===== src/hw/rtl/tdr_pkg.sv =====
// tdr_pkg: shared types, widths and codes for the differential text display refresh.
// Used by tdr_front, tdr_back and the top level text_display_diff_refresh.
// No dependencies.
`timescale 1ns / 1ps

package tdr_pkg;

	// Grid size defaults
	localparam int DEF_ROWS = 4;
	localparam int DEF_COLS = 16;

	// Internal counter widths, sized to cover ROWS up to 8 and COLS up to 40
	// as well as the unclipped region ends row+height and col+width
	localparam int ROW_CNT_W = 4;
	localparam int COL_CNT_W = 6;
	localparam int EQ_W      = 5;
	localparam int CHAR_W    = 8;

	// Configuration register widths and indexes
	localparam int GOTO_W     = 4;
	localparam int DROWS_W    = 3;
	localparam int DCOLS_W    = 5;
	localparam int CFG_IDX_W  = 2;
	localparam int CFG_DATA_W = 5;

	localparam logic [CFG_IDX_W-1:0] REG_GAP_TOL      = 2'd0;
	localparam logic [CFG_IDX_W-1:0] REG_DISPLAY_ROWS = 2'd1;
	localparam logic [CFG_IDX_W-1:0] REG_DISPLAY_COLS = 2'd2;

	localparam logic [GOTO_W-1:0]  GOTO_RESET  = 4'd0;
	localparam logic [DROWS_W-1:0] DROWS_RESET = 3'd4;
	localparam logic [DCOLS_W-1:0] DCOLS_RESET = 5'd16;

	// Command modes
	localparam logic [1:0] MODE_WRITE   = 2'd0;
	localparam logic [1:0] MODE_FORCE   = 2'd1;
	localparam logic [1:0] MODE_REFRESH = 2'd2;

	localparam logic [CHAR_W-1:0] BLANK_CHAR = 8'h20;

	// Command queue between front and back
	localparam int QDEPTH = 2;
	localparam int QPTR_W = 1;

	// Decoded operation
	typedef enum logic [1:0] {
		OP_NOP,
		OP_WR_WANTED,
		OP_WR_SHOWN,
		OP_REFRESH
	} tdr_op_t;

	// Input item
	typedef struct packed {
		logic [1:0] mode;
		logic [1:0] row;
		logic [3:0] col;
		logic [7:0] char_in;
		logic [2:0] height;
		logic [4:0] width;
	} tdr_cmd_t;

	// Result item
	typedef struct packed {
		logic [1:0] out_row;
		logic [3:0] out_col;
		logic [7:0] char_out;
		logic       run_start;
		logic       last;
	} tdr_result_t;

	// Classified command held in the queue
	typedef struct packed {
		tdr_op_t                op;
		logic [ROW_CNT_W-1:0]   row;
		logic [COL_CNT_W-1:0]   col;
		logic [CHAR_W-1:0]      data;
		logic [ROW_CNT_W-1:0]   rlim;
		logic [COL_CNT_W-1:0]   clim;
	} tdr_entry_t;

	// Queue head toward the back end
	typedef struct packed {
		logic       valid;
		tdr_entry_t entry;
	} tdr_fwd_t;

	// Back end status toward the front end
	typedef struct packed {
		logic pop;
		logic clearing;
	} tdr_bstat_t;

endpackage


===== src/hw/rtl/tdr_front.sv =====
// tdr_front: command intake, configuration registers, classification and clipping,
// and the short command queue feeding the back end.
// Depends on tdr_pkg.
`timescale 1ns / 1ps

module tdr_front #(
	parameter int ROWS = tdr_pkg::DEF_ROWS,
	parameter int COLS = tdr_pkg::DEF_COLS
) (
	input  logic                             clk,
	input  logic                             arst_n,
	input  logic                             start,
	output logic                             busy,
	input  tdr_pkg::tdr_cmd_t                cmd,
	input  logic                             cfg_valid,
	output logic                             cfg_ready,
	input  logic [tdr_pkg::CFG_IDX_W-1:0]    cfg_index,
	input  logic [tdr_pkg::CFG_DATA_W-1:0]   cfg_data,
	input  tdr_pkg::tdr_bstat_t              bstat,
	output tdr_pkg::tdr_fwd_t                fwd,
	output logic [tdr_pkg::GOTO_W-1:0]       gap_tol
);
	import tdr_pkg::*;

	logic [DROWS_W-1:0]   display_rows_q;
	logic [DCOLS_W-1:0]   display_cols_q;
	logic [GOTO_W-1:0]    gap_tol_q;

	tdr_entry_t           q_mem_q [QDEPTH];
	logic [QPTR_W-1:0]    wr_ptr_q;
	logic [QPTR_W-1:0]    rd_ptr_q;
	logic [QPTR_W:0]      count_q;

	tdr_entry_t           entry;
	logic [ROW_CNT_W-1:0] row_end;
	logic [COL_CNT_W-1:0] col_end;
	logic                 in_grid;
	logic                 q_full;
	logic                 push;

	assign cfg_ready = 1'b1;
	assign gap_tol   = gap_tol_q;

	// Configuration registers
	always_ff @(posedge clk or negedge arst_n) begin
		if (!arst_n) begin
			gap_tol_q      <= GOTO_RESET;
			display_rows_q <= DROWS_RESET;
			display_cols_q <= DCOLS_RESET;
		end else if (cfg_valid && cfg_ready) begin
			case (cfg_index)
				REG_GAP_TOL:      gap_tol_q      <= cfg_data[GOTO_W-1:0];
				REG_DISPLAY_ROWS: display_rows_q <= cfg_data[DROWS_W-1:0];
				REG_DISPLAY_COLS: display_cols_q <= cfg_data[DCOLS_W-1:0];
				default: ;
			endcase
		end
	end

	// Region clipping: smallest of region end, grid size and display size
	always_comb begin
		row_end = ROW_CNT_W'(cmd.row) + ROW_CNT_W'(cmd.height);
		if (row_end > ROW_CNT_W'(ROWS))
			row_end = ROW_CNT_W'(ROWS);
		if (row_end > ROW_CNT_W'(display_rows_q))
			row_end = ROW_CNT_W'(display_rows_q);
		col_end = COL_CNT_W'(cmd.col) + COL_CNT_W'(cmd.width);
		if (col_end > COL_CNT_W'(COLS))
			col_end = COL_CNT_W'(COLS);
		if (col_end > COL_CNT_W'(display_cols_q))
			col_end = COL_CNT_W'(display_cols_q);
	end

	// Classification
	assign in_grid = (ROW_CNT_W'(cmd.row) < ROW_CNT_W'(ROWS)) &&
			(COL_CNT_W'(cmd.col) < COL_CNT_W'(COLS));

	always_comb begin
		entry.row  = ROW_CNT_W'(cmd.row);
		entry.col  = COL_CNT_W'(cmd.col);
		entry.rlim = row_end;
		entry.clim = col_end;
		entry.data = cmd.char_in;
		case (cmd.mode)
			MODE_WRITE:   entry.op = in_grid ? OP_WR_WANTED : OP_NOP;
			MODE_FORCE: begin
				entry.op   = in_grid ? OP_WR_SHOWN : OP_NOP;
				entry.data = ~cmd.char_in;
			end
			MODE_REFRESH: entry.op = OP_REFRESH;
			default:      entry.op = OP_NOP;
		endcase
	end

	assign q_full = (count_q == (QPTR_W+1)'(QDEPTH));
	assign busy   = q_full || bstat.clearing;
	// Ignored commands are taken but never queued
	assign push   = start && !busy && (entry.op != OP_NOP);

	// Command queue pointers and fill count
	always_ff @(posedge clk or negedge arst_n) begin
		if (!arst_n) begin
			wr_ptr_q <= '0;
			rd_ptr_q <= '0;
			count_q  <= '0;
		end else begin
			if (push)
				wr_ptr_q <= wr_ptr_q + 1'b1;
			if (bstat.pop)
				rd_ptr_q <= rd_ptr_q + 1'b1;
			if (push && !bstat.pop)
				count_q <= count_q + 1'b1;
			else if (!push && bstat.pop)
				count_q <= count_q - 1'b1;
		end
	end

	// Command queue storage
	always_ff @(posedge clk) begin
		if (push)
			q_mem_q[wr_ptr_q] <= entry;
	end

	assign fwd.valid = (count_q != '0);
	assign fwd.entry = q_mem_q[rd_ptr_q];

	// Queue checks
	a_no_pop_empty: assert property (@(posedge clk) disable iff (!arst_n)
			bstat.pop |-> count_q != '0)
		else $error("tdr_front: pop from empty queue");
	a_count_bound: assert property (@(posedge clk) disable iff (!arst_n)
			count_q <= (QPTR_W+1)'(QDEPTH))
		else $error("tdr_front: queue count overflow");
	a_busy_clear: assert property (@(posedge clk) disable iff (!arst_n)
			bstat.clearing |-> busy && !push)
		else $error("tdr_front: command queued during clear");

endmodule


===== src/hw/rtl/tdr_back.sv =====
// tdr_back: executes queued commands on the wanted and shadow character memories,
// scans refresh regions for runs and emits the result stream.
// Depends on tdr_pkg.
`timescale 1ns / 1ps

module tdr_back #(
	parameter int ROWS = tdr_pkg::DEF_ROWS,
	parameter int COLS = tdr_pkg::DEF_COLS
) (
	input  logic                          clk,
	input  logic                          arst_n,
	input  tdr_pkg::tdr_fwd_t             fwd,
	output tdr_pkg::tdr_bstat_t           bstat,
	input  logic [tdr_pkg::GOTO_W-1:0]    gap_tol,
	output logic                          result_valid,
	output tdr_pkg::tdr_result_t          result
);
	import tdr_pkg::*;

	localparam int CELLS  = ROWS * COLS;
	localparam int ADDR_W = (CELLS > 1) ? $clog2(CELLS) : 1;

	typedef enum logic [2:0] {
		S_CLEAR,
		S_IDLE,
		S_ROW,
		S_SCAN,
		S_EMIT,
		S_FLUSH
	} state_t;

	function automatic logic [ADDR_W-1:0] cell_addr(input logic [ROW_CNT_W-1:0] r,
			input logic [COL_CNT_W-1:0] c);
		cell_addr = ADDR_W'(int'(r) * COLS + int'(c));
	endfunction

	logic [CHAR_W-1:0]    wanted_mem [CELLS];
	logic [CHAR_W-1:0]    shown_mem  [CELLS];
	logic [CHAR_W-1:0]    wanted_rd_q;
	logic [CHAR_W-1:0]    shown_rd_q;

	state_t               state_q;
	logic [ADDR_W-1:0]    clr_q;
	tdr_entry_t           cmd_q;
	logic [ROW_CNT_W-1:0] r_q;
	logic [COL_CNT_W-1:0] issue_c_q;
	logic                 run_q;
	logic [COL_CNT_W-1:0] p1_q;
	logic [COL_CNT_W-1:0] p2_q;
	logic [EQ_W-1:0]      eq_q;
	logic [COL_CNT_W-1:0] resume_q;
	logic [COL_CNT_W-1:0] k_q;
	logic                 cmp_v_s1;
	logic [COL_CNT_W-1:0] cmp_c_s1;
	logic                 emit_v_s1;
	logic [COL_CNT_W-1:0] emit_c_s1;
	logic                 emit_first_s1;
	tdr_result_t          pend_q;
	logic                 pend_v_q;
	logic                 result_valid_q;
	tdr_result_t          result_q;

	logic                 pop;
	logic                 clearing;
	logic                 differ;
	logic [EQ_W-1:0]      eq_next;
	logic [ADDR_W-1:0]    pop_addr;
	logic [ADDR_W-1:0]    rd_addr;
	logic                 wanted_we;
	logic [ADDR_W-1:0]    wanted_wa;
	logic [CHAR_W-1:0]    wanted_wd;
	logic                 shown_we;
	logic [ADDR_W-1:0]    shown_wa;
	logic [CHAR_W-1:0]    shown_wd;
	tdr_result_t          new_res;

	assign clearing = (state_q == S_CLEAR);
	assign pop      = fwd.valid && (state_q == S_IDLE);
	assign bstat.pop      = pop;
	assign bstat.clearing = clearing;

	assign differ   = (wanted_rd_q != shown_rd_q);
	assign eq_next  = eq_q + 1'b1;
	assign pop_addr = cell_addr(fwd.entry.row, fwd.entry.col);
	assign rd_addr  = (state_q == S_EMIT) ? cell_addr(r_q, k_q) : cell_addr(r_q, issue_c_q);

	// Memory write ports: clear sweep, direct cell writes, shadow update on emit
	always_comb begin
		wanted_we = clearing || (pop && fwd.entry.op == OP_WR_WANTED);
		wanted_wa = clearing ? clr_q : pop_addr;
		wanted_wd = clearing ? BLANK_CHAR : fwd.entry.data;
		shown_we  = clearing || emit_v_s1 || (pop && fwd.entry.op == OP_WR_SHOWN);
		if (clearing) begin
			shown_wa = clr_q;
			shown_wd = BLANK_CHAR;
		end else if (emit_v_s1) begin
			shown_wa = cell_addr(r_q, emit_c_s1);
			shown_wd = wanted_rd_q;
		end else begin
			shown_wa = pop_addr;
			shown_wd = fwd.entry.data;
		end
	end

	// Wanted character memory
	always_ff @(posedge clk) begin
		if (wanted_we)
			wanted_mem[wanted_wa] <= wanted_wd;
		wanted_rd_q <= wanted_mem[rd_addr];
	end

	// Shadow memory
	always_ff @(posedge clk) begin
		if (shown_we)
			shown_mem[shown_wa] <= shown_wd;
		shown_rd_q <= shown_mem[rd_addr];
	end

	// Result carried by an emitted cell
	always_comb begin
		new_res.out_row   = r_q[1:0];
		new_res.out_col   = emit_c_s1[3:0];
		new_res.char_out  = wanted_rd_q;
		new_res.run_start = emit_first_s1;
		new_res.last      = 1'b0;
	end

	// Sequencer
	always_ff @(posedge clk or negedge arst_n) begin
		if (!arst_n) begin
			state_q        <= S_CLEAR;
			clr_q          <= '0;
			cmd_q          <= '0;
			r_q            <= '0;
			issue_c_q      <= '0;
			run_q          <= 1'b0;
			p1_q           <= '0;
			p2_q           <= '0;
			eq_q           <= '0;
			resume_q       <= '0;
			k_q            <= '0;
			cmp_v_s1       <= 1'b0;
			cmp_c_s1       <= '0;
			emit_v_s1      <= 1'b0;
			emit_c_s1      <= '0;
			emit_first_s1  <= 1'b0;
			pend_q         <= '0;
			pend_v_q       <= 1'b0;
			result_valid_q <= 1'b0;
			result_q       <= '0;
		end else begin
			result_valid_q <= 1'b0;

			// A finished cell pushes out the one held before it
			if (emit_v_s1) begin
				if (pend_v_q) begin
					result_valid_q <= 1'b1;
					result_q       <= pend_q;
				end
				pend_q   <= new_res;
				pend_v_q <= 1'b1;
			end

			case (state_q)
				S_CLEAR: begin
					clr_q <= clr_q + 1'b1;
					if (clr_q == ADDR_W'(CELLS - 1))
						state_q <= S_IDLE;
				end

				S_IDLE: begin
					if (pop) begin
						cmd_q <= fwd.entry;
						r_q   <= fwd.entry.row;
						if (fwd.entry.op == OP_REFRESH)
							state_q <= S_ROW;
					end
				end

				S_ROW: begin
					if (r_q < cmd_q.rlim) begin
						issue_c_q <= cmd_q.col;
						run_q     <= 1'b0;
						state_q   <= S_SCAN;
					end else begin
						state_q <= S_FLUSH;
					end
				end

				S_SCAN: begin
					// Read one cell a cycle while scanning; compare each read in the following cycle
					if (issue_c_q < cmd_q.clim) begin
						cmp_v_s1  <= 1'b1;
						cmp_c_s1  <= issue_c_q;
						issue_c_q <= issue_c_q + 1'b1;
					end else begin
						cmp_v_s1 <= 1'b0;
					end

					if (cmp_v_s1) begin
						if (!run_q) begin
							if (differ) begin
								run_q <= 1'b1;
								p1_q  <= cmp_c_s1;
								p2_q  <= cmp_c_s1;
								eq_q  <= '0;
							end
						end else if (differ) begin
							p2_q <= cmp_c_s1;
							eq_q <= '0;
						end else if (eq_next > EQ_W'(gap_tol)) begin
							// Gap too long: close the run, drop the read in flight
							cmp_v_s1 <= 1'b0;
							resume_q <= cmp_c_s1 + 1'b1;
							k_q      <= p1_q;
							state_q  <= S_EMIT;
						end else begin
							eq_q <= eq_next;
						end
					end else if (issue_c_q >= cmd_q.clim) begin
						// End of row
						if (run_q) begin
							resume_q <= issue_c_q;
							k_q      <= p1_q;
							state_q  <= S_EMIT;
						end else begin
							r_q     <= r_q + 1'b1;
							state_q <= S_ROW;
						end
					end
				end

				S_EMIT: begin
					if (k_q <= p2_q) begin
						emit_v_s1     <= 1'b1;
						emit_c_s1     <= k_q;
						emit_first_s1 <= (k_q == p1_q);
						k_q           <= k_q + 1'b1;
					end else begin
						emit_v_s1 <= 1'b0;
						if (!emit_v_s1) begin
							issue_c_q <= resume_q;
							run_q     <= 1'b0;
							state_q   <= S_SCAN;
						end
					end
				end

				S_FLUSH: begin
					if (pend_v_q) begin
						result_valid_q <= 1'b1;
						result_q       <= pend_q;
						result_q.last  <= 1'b1;
						pend_v_q       <= 1'b0;
					end
					state_q <= S_IDLE;
				end

				default: state_q <= S_IDLE;
			endcase
		end
	end

	assign result_valid = result_valid_q;
	assign result       = result_q;

	// Sequencer checks
	a_emit_range: assert property (@(posedge clk) disable iff (!arst_n)
			emit_v_s1 |-> (emit_c_s1 <= p2_q) && (state_q == S_EMIT))
		else $error("tdr_back: emitted cell outside run");
	a_emit_no_cmp: assert property (@(posedge clk) disable iff (!arst_n)
			state_q == S_EMIT |-> !cmp_v_s1)
		else $error("tdr_back: compare pending during emit");
	a_cmp_range: assert property (@(posedge clk) disable iff (!arst_n)
			cmp_v_s1 |-> cmp_c_s1 < cmd_q.clim)
		else $error("tdr_back: compare beyond clipped row");
	a_last_drains: assert property (@(posedge clk) disable iff (!arst_n)
			result_valid_q && result_q.last |-> !pend_v_q)
		else $error("tdr_back: result held after last");

endmodule


===== src/hw/rtl/text_display_diff_refresh.sv =====
// text_display_diff_refresh: top level of the differential character display refresh.
// Instantiates tdr_front and tdr_back; depends on tdr_pkg.
`timescale 1ns / 1ps

// Commands are transferred on start while busy is low and go through a two-entry
// queue, so busy rises only when the queue is full or the memories are being cleared.
// After reset the block sweeps both character grids to spaces, one cell per cycle,
// and holds busy high during the sweep; configuration writes are taken meanwhile.
// During a refresh the scan reads one cell of both grids per cycle through their
// single read port, pausing while each run found is read back from the wanted grid
// as the shadow is written. Results come one per cycle on result_valid with no flow
// control; the receiver must take every strobe, and last marks the final character
// of a refresh.
module text_display_diff_refresh #(
	parameter int ROWS = tdr_pkg::DEF_ROWS,
	parameter int COLS = tdr_pkg::DEF_COLS
) (
	input  logic                             clk,
	input  logic                             arst_n,
	input  logic                             start,
	output logic                             busy,
	input  tdr_pkg::tdr_cmd_t                cmd,
	output logic                             result_valid,
	output tdr_pkg::tdr_result_t             result,
	input  logic                             cfg_valid,
	output logic                             cfg_ready,
	input  logic [tdr_pkg::CFG_IDX_W-1:0]    cfg_index,
	input  logic [tdr_pkg::CFG_DATA_W-1:0]   cfg_data
);
	import tdr_pkg::*;

	tdr_fwd_t            fwd;
	tdr_bstat_t          bstat;
	logic [GOTO_W-1:0]   gap_tol;

	// Intake, configuration and command queue
	tdr_front #(
		.ROWS (ROWS),
		.COLS (COLS)
	) u_front (
		.clk       (clk),
		.arst_n    (arst_n),
		.start     (start),
		.busy      (busy),
		.cmd       (cmd),
		.cfg_valid (cfg_valid),
		.cfg_ready (cfg_ready),
		.cfg_index (cfg_index),
		.cfg_data  (cfg_data),
		.bstat     (bstat),
		.fwd       (fwd),
		.gap_tol   (gap_tol)
	);

	// Grid memories, region scan and result stream
	tdr_back #(
		.ROWS (ROWS),
		.COLS (COLS)
	) u_back (
		.clk          (clk),
		.arst_n       (arst_n),
		.fwd          (fwd),
		.bstat        (bstat),
		.gap_tol      (gap_tol),
		.result_valid (result_valid),
		.result       (result)
	);

endmodule

===== config.mk =====
export PLATFORM = sky130hd
export DESIGN_NAME = text_display_diff_refresh
export DESIGN_NICKNAME = d
export VERILOG_FILES = /design/src/hw/rtl/tdr_pkg.sv /design/src/hw/rtl/tdr_front.sv /design/src/hw/rtl/tdr_back.sv /design/src/hw/rtl/text_display_diff_refresh.sv
export SDC_FILE = /design/constraint.sdc
export NUM_CORES = 1
export LEC_CHECK = 0
export BUFFER_PORTS_ARGS = -buffer_cell sky130_fd_sc_hd__buf_2
export CORE_AREA = 2 2 325 327
export CTS_CLUSTER_SIZE = 28
export DETAILED_ROUTE_END_ITERATION = 8
export DIE_AREA = 0 0 327 329
export HOLD_SLACK_MARGIN = 0.05
export PLACE_DENSITY = 0.75
export SYNTH_ARGS = -nofsm -noshare
export SYNTH_HDL_FRONTEND = slang
export SYNTH_SLANG_ARGS = --single-unit

===== constraint.sdc =====
create_clock -name clk -period 6.1 [get_ports clk]
set_input_delay 0.61 -clock clk [delete_from_list [all_inputs] [get_ports clk]]
set_output_delay 0.61 -clock clk [all_outputs]
set_load 0.02 [all_outputs]

==> results_dict.tcl <==
set metrics [dict create \
    yosysSeqAreaShare 0.709 \
    ys_seq_elements 1219 \
    drt-total-wl_um 121000 \
    clk_latency_ns 0.70 \
    fillerInstances 8191 \
    slew_violations 0 \
    powerDensity_nw_per_um2 290 \
    synth-edff-count 1076 \
    drc 0 \
    synthTopCellsByCount "1,076 x edfxtp_1, 641 x nand2_1, 414 x mux2i_1, 211 x nor2_1, 168 x nand3_1" \
    synth_ff_type "edfxtp_1" \
    vias 30379 \
    drt_iter0_drc 3577 \
    critPathLaunchType "flip-flop" \
    crit_fanout 18 \
    rows 119 \
    yosysWarnings 0 \
    path_class "flip-flop to flip-flop" \
    finalHoldViolations 0 \
    crit_path_start "u_back.state_q[1]" \
    cts_root_buffer "clkbuf_16" \
    ios 54 \
    worst_ir_drop_vdd_mv 0.231 \
    synth_area_um2 50500 \
    min_path_type "input pin to flip-flop" \
    io_buffers 52 \
    status "finished, final reports clean" \
    tightest_slew_ns 1.26 \
    p_total_mw 16.3 \
    synth_area_leader_cell "edfxtp_1" \
    antenna_found_initial 2 \
    fin_nets 3764 \
    grt_overflow 0 \
    hp-start "cmd[20]" \
    synth_compound_area_frac 0.0484 \
    drtPass1Iterations 6 \
    hold_buffers 1 \
    layout_min_cycle_time_ns 4.55 \
    core-area_um2 104000 \
    place.gp.congestion 0.924 \
    cts_inserted_buffers 116 \
    die_area_um2 108000 \
    dp_hpwl_um 74500 \
    cpPeakStageDelay_ns 0.84 \
    drv_cap 0 \
    diodes 0 \
    die_h_um 329 \
    cts_tree "yes" \
    crit_slowest_cell "nand3b_1" \
    die_w_um 327 \
    grt_usage 0.222 \
    ctsResizeCount 0 \
    vias_per_cell 5.88 \
    setup_violations 0 \
    rrSetupSlack_ns 1.55 \
    yosys.cell_types.count 66 \
    p_leak_nw 19.4 \
    slew_headroom 0.156 \
    regArea_um2 35800 \
    drive_gt1_frac 0.0988 \
    skew_ns 0.0272 \
    fmax_ghz 0.220 \
    htree_num_levels 3 \
    syn_area_per_cell_um2 13.9 \
    muxShareOfSynthArea 0.0932 \
    start_util 0.484 \
    synth-simple-area-share 0.106 \
    synth_fa_ha_area_frac 0.0122 \
    worstReg2RegStart "u_back.state_q[1]" \
    grt_pass1_vias 29685 \
    cts_num_sinks 1219 \
    multi_input_area_um2 13800 \
    grt_start_max_net_pins 105 \
    synthTopCellsByArea "edfxtp_1 64%, mux2i_1 8.2%, dfrtp_1 6.2%" \
    crit_arrival_ns 5.14 \
    fin_crit_sh 0.746 \
    synthArstFlopShare 0.104 \
    clockBufferDepth 3 \
    grt_pass1_wl_um 182000 \
    rsz0062_at_grt "no" \
    syn_inst 3632 \
    postRouteAntennaNets 0 \
    synth_top_area_frac 0.640 \
    wl_per_cell_um 23.5 \
    synth_top_family_by_area "simple AND/OR/NAND/NOR gates" \
    cp_common_cell "nand2_1" \
    cp.required_ns 6.69 \
    synthXorXnorAreaFrac 0.00847 \
    crit_chain "or3b_1, nand2_1, nand2_1, ha_1, xnor2_1, xor2_2, nand3b_1, o22ai_1, or4_1, nor4_2" \
    post_cts_buffers 0 \
    path_clk_slew_ns 0.07 \
    syn_to_final_growth_pct 11.2 \
    worstSetupEndpointType "flip-flop" \
    yosys.cell_count.top_type "edfxtp_1" \
    fin_tns_setup_ns 0 \
]
-- critical path, delay by kind of cell (launching register included) --
kind | cells | cell delay [ns]
simple gates | 6 | 2.74
flops | 1 | 0.60
xor+xnor | 2 | 0.60
compound gates | 1 | 0.30
fa+ha+maj | 1 | 0.18
-- cells by family (layout without fill, tap and decap cells) --
group	Yosys count	after routing
and+or+nand+nor	1207	1207
adders and majority gates	48	48
xor gates and xnor gates	48	48
DFF	1219	1219
AOI/OAI and AO/OA	407	407
other	2	5
buffers and inverters	237	376
muxes	464	464
-- stage by stage --
| stage | hold WS, ns | utilization | instances | setup WS, ns | cell area, µm² |
|---|---|---|---|---|---|
| 6_report | 0.140 | 0.538 | 5165 | 1.55 | 56100 |
| 5_1_grt | 0.134 | 0.538 | 5165 | 1.38 | 56100 |
| 4_1_cts | 0.120 | 0.538 | 5165 | 1.70 | 56100 |
| 3_5_place_dp | 0.459 | 0.502 | 4953 | 1.72 | 52400 |
| 3_3_place_gp | 0.453 | 0.502 | 4953 | 1.78 | 52400 |
| 2_1_floorplan | 0.314 | - | 3635 | 1.65 | 50500 |
-- path summary, 6_finish.rpt --
kind	end	depth (start not counted)
max	u_back.wanted_rd_q[6]	10
min	u_front.q_mem_q[0][22]	1
max reg2reg	u_back.wanted_rd_q[6]	10
min reg2reg	u_back.result[10]	2
max in group asynchronous	u_back.result[5]	4
min in group asynchronous	u_front.gap_tol[3]	2
-- placed cells by master (no fill, tap or decap), types with 17 or more instances in the layout --
master / n
clkinv_2: 19
xnor2_1: 30
mux2_2: 50
edfxtp_1: 1076
o22ai_1: 104
nand2_1: 640
ha_1: 46
clkinv_1: 26
xor2_1: 17
nor4_2: 17
clkbuf_16: 116
nand3_1: 168
mux2i_1: 413
or4_1: 32
and3_1: 69
buf_4: 49
inv_1: 54
o21ai_0: 63
clkbuf_1: 23
buf_2: 51
a31oi_1: 68
nor2_1: 202
dfrtp_1: 125
a21oi_1: 104
-- layout make-up --
class | instances | area share
Clock buffer | 140 | 0.0535
Clock inverter | 71 | 0.0131
Inverter | 55 | 0.00368
Multi-Input combinational cell | 2179 | 0.246
Sequential cell | 1219 | 0.638
Tap cell | 1391 | 0.0310
Timing Repair Buffer | 110 | 0.0145
-- per-layer routing --
metal | vias to the layer above | global-route usage | wire [µm]
met4 | 2 | 0.0938 | 4920
met1 | 15026 | 0.299 | 48300
li1 | 13552 | - | -
met5 | - | 0 | 13
met2 | 1517 | 0.356 | 57100
met3 | 282 | 0.0429 | 10900
-- state kept, by name (all words and copies together), names as in the netlist, 4 cells and up --
| register | count |
|---|---|
| u_back.shown_mem | 512 |
| u_back.wanted_mem | 512 |
| u_front.q_mem_q | 52 |
| u_back.result | 16 |
| u_back.pend_q | 15 |
| u_back.cmd_q | 14 |
| u_back.shown_rd_q | 8 |
| u_back.wanted_rd_q | 8 |
| u_back.clr_q | 6 |
| u_back.cmp_c_s1 | 6 |
| u_back.emit_c_s1 | 6 |
| u_back.issue_c_q | 6 |
| u_back.k_q | 6 |
| u_back.p1_q | 6 |
| u_back.p2_q | 6 |
| u_back.resume_q | 6 |
| u_back.eq_q | 5 |
| u_front.display_cols_q | 5 |
| u_back.r_q | 4 |
| u_front.gap_tol | 4 |
-- report_power, final --
| part | total, mW | switching (mW) | internal [mW] |
|---|---|---|---|
| Combinational | 0.163 | 0.0927 | 0.0700 |
| Clock | 7.14 | 3.05 | 4.09 |
| Sequential | 9.00 | 0.0121 | 8.99 |
No activity file was read; power rests on OpenSTA's default activity.
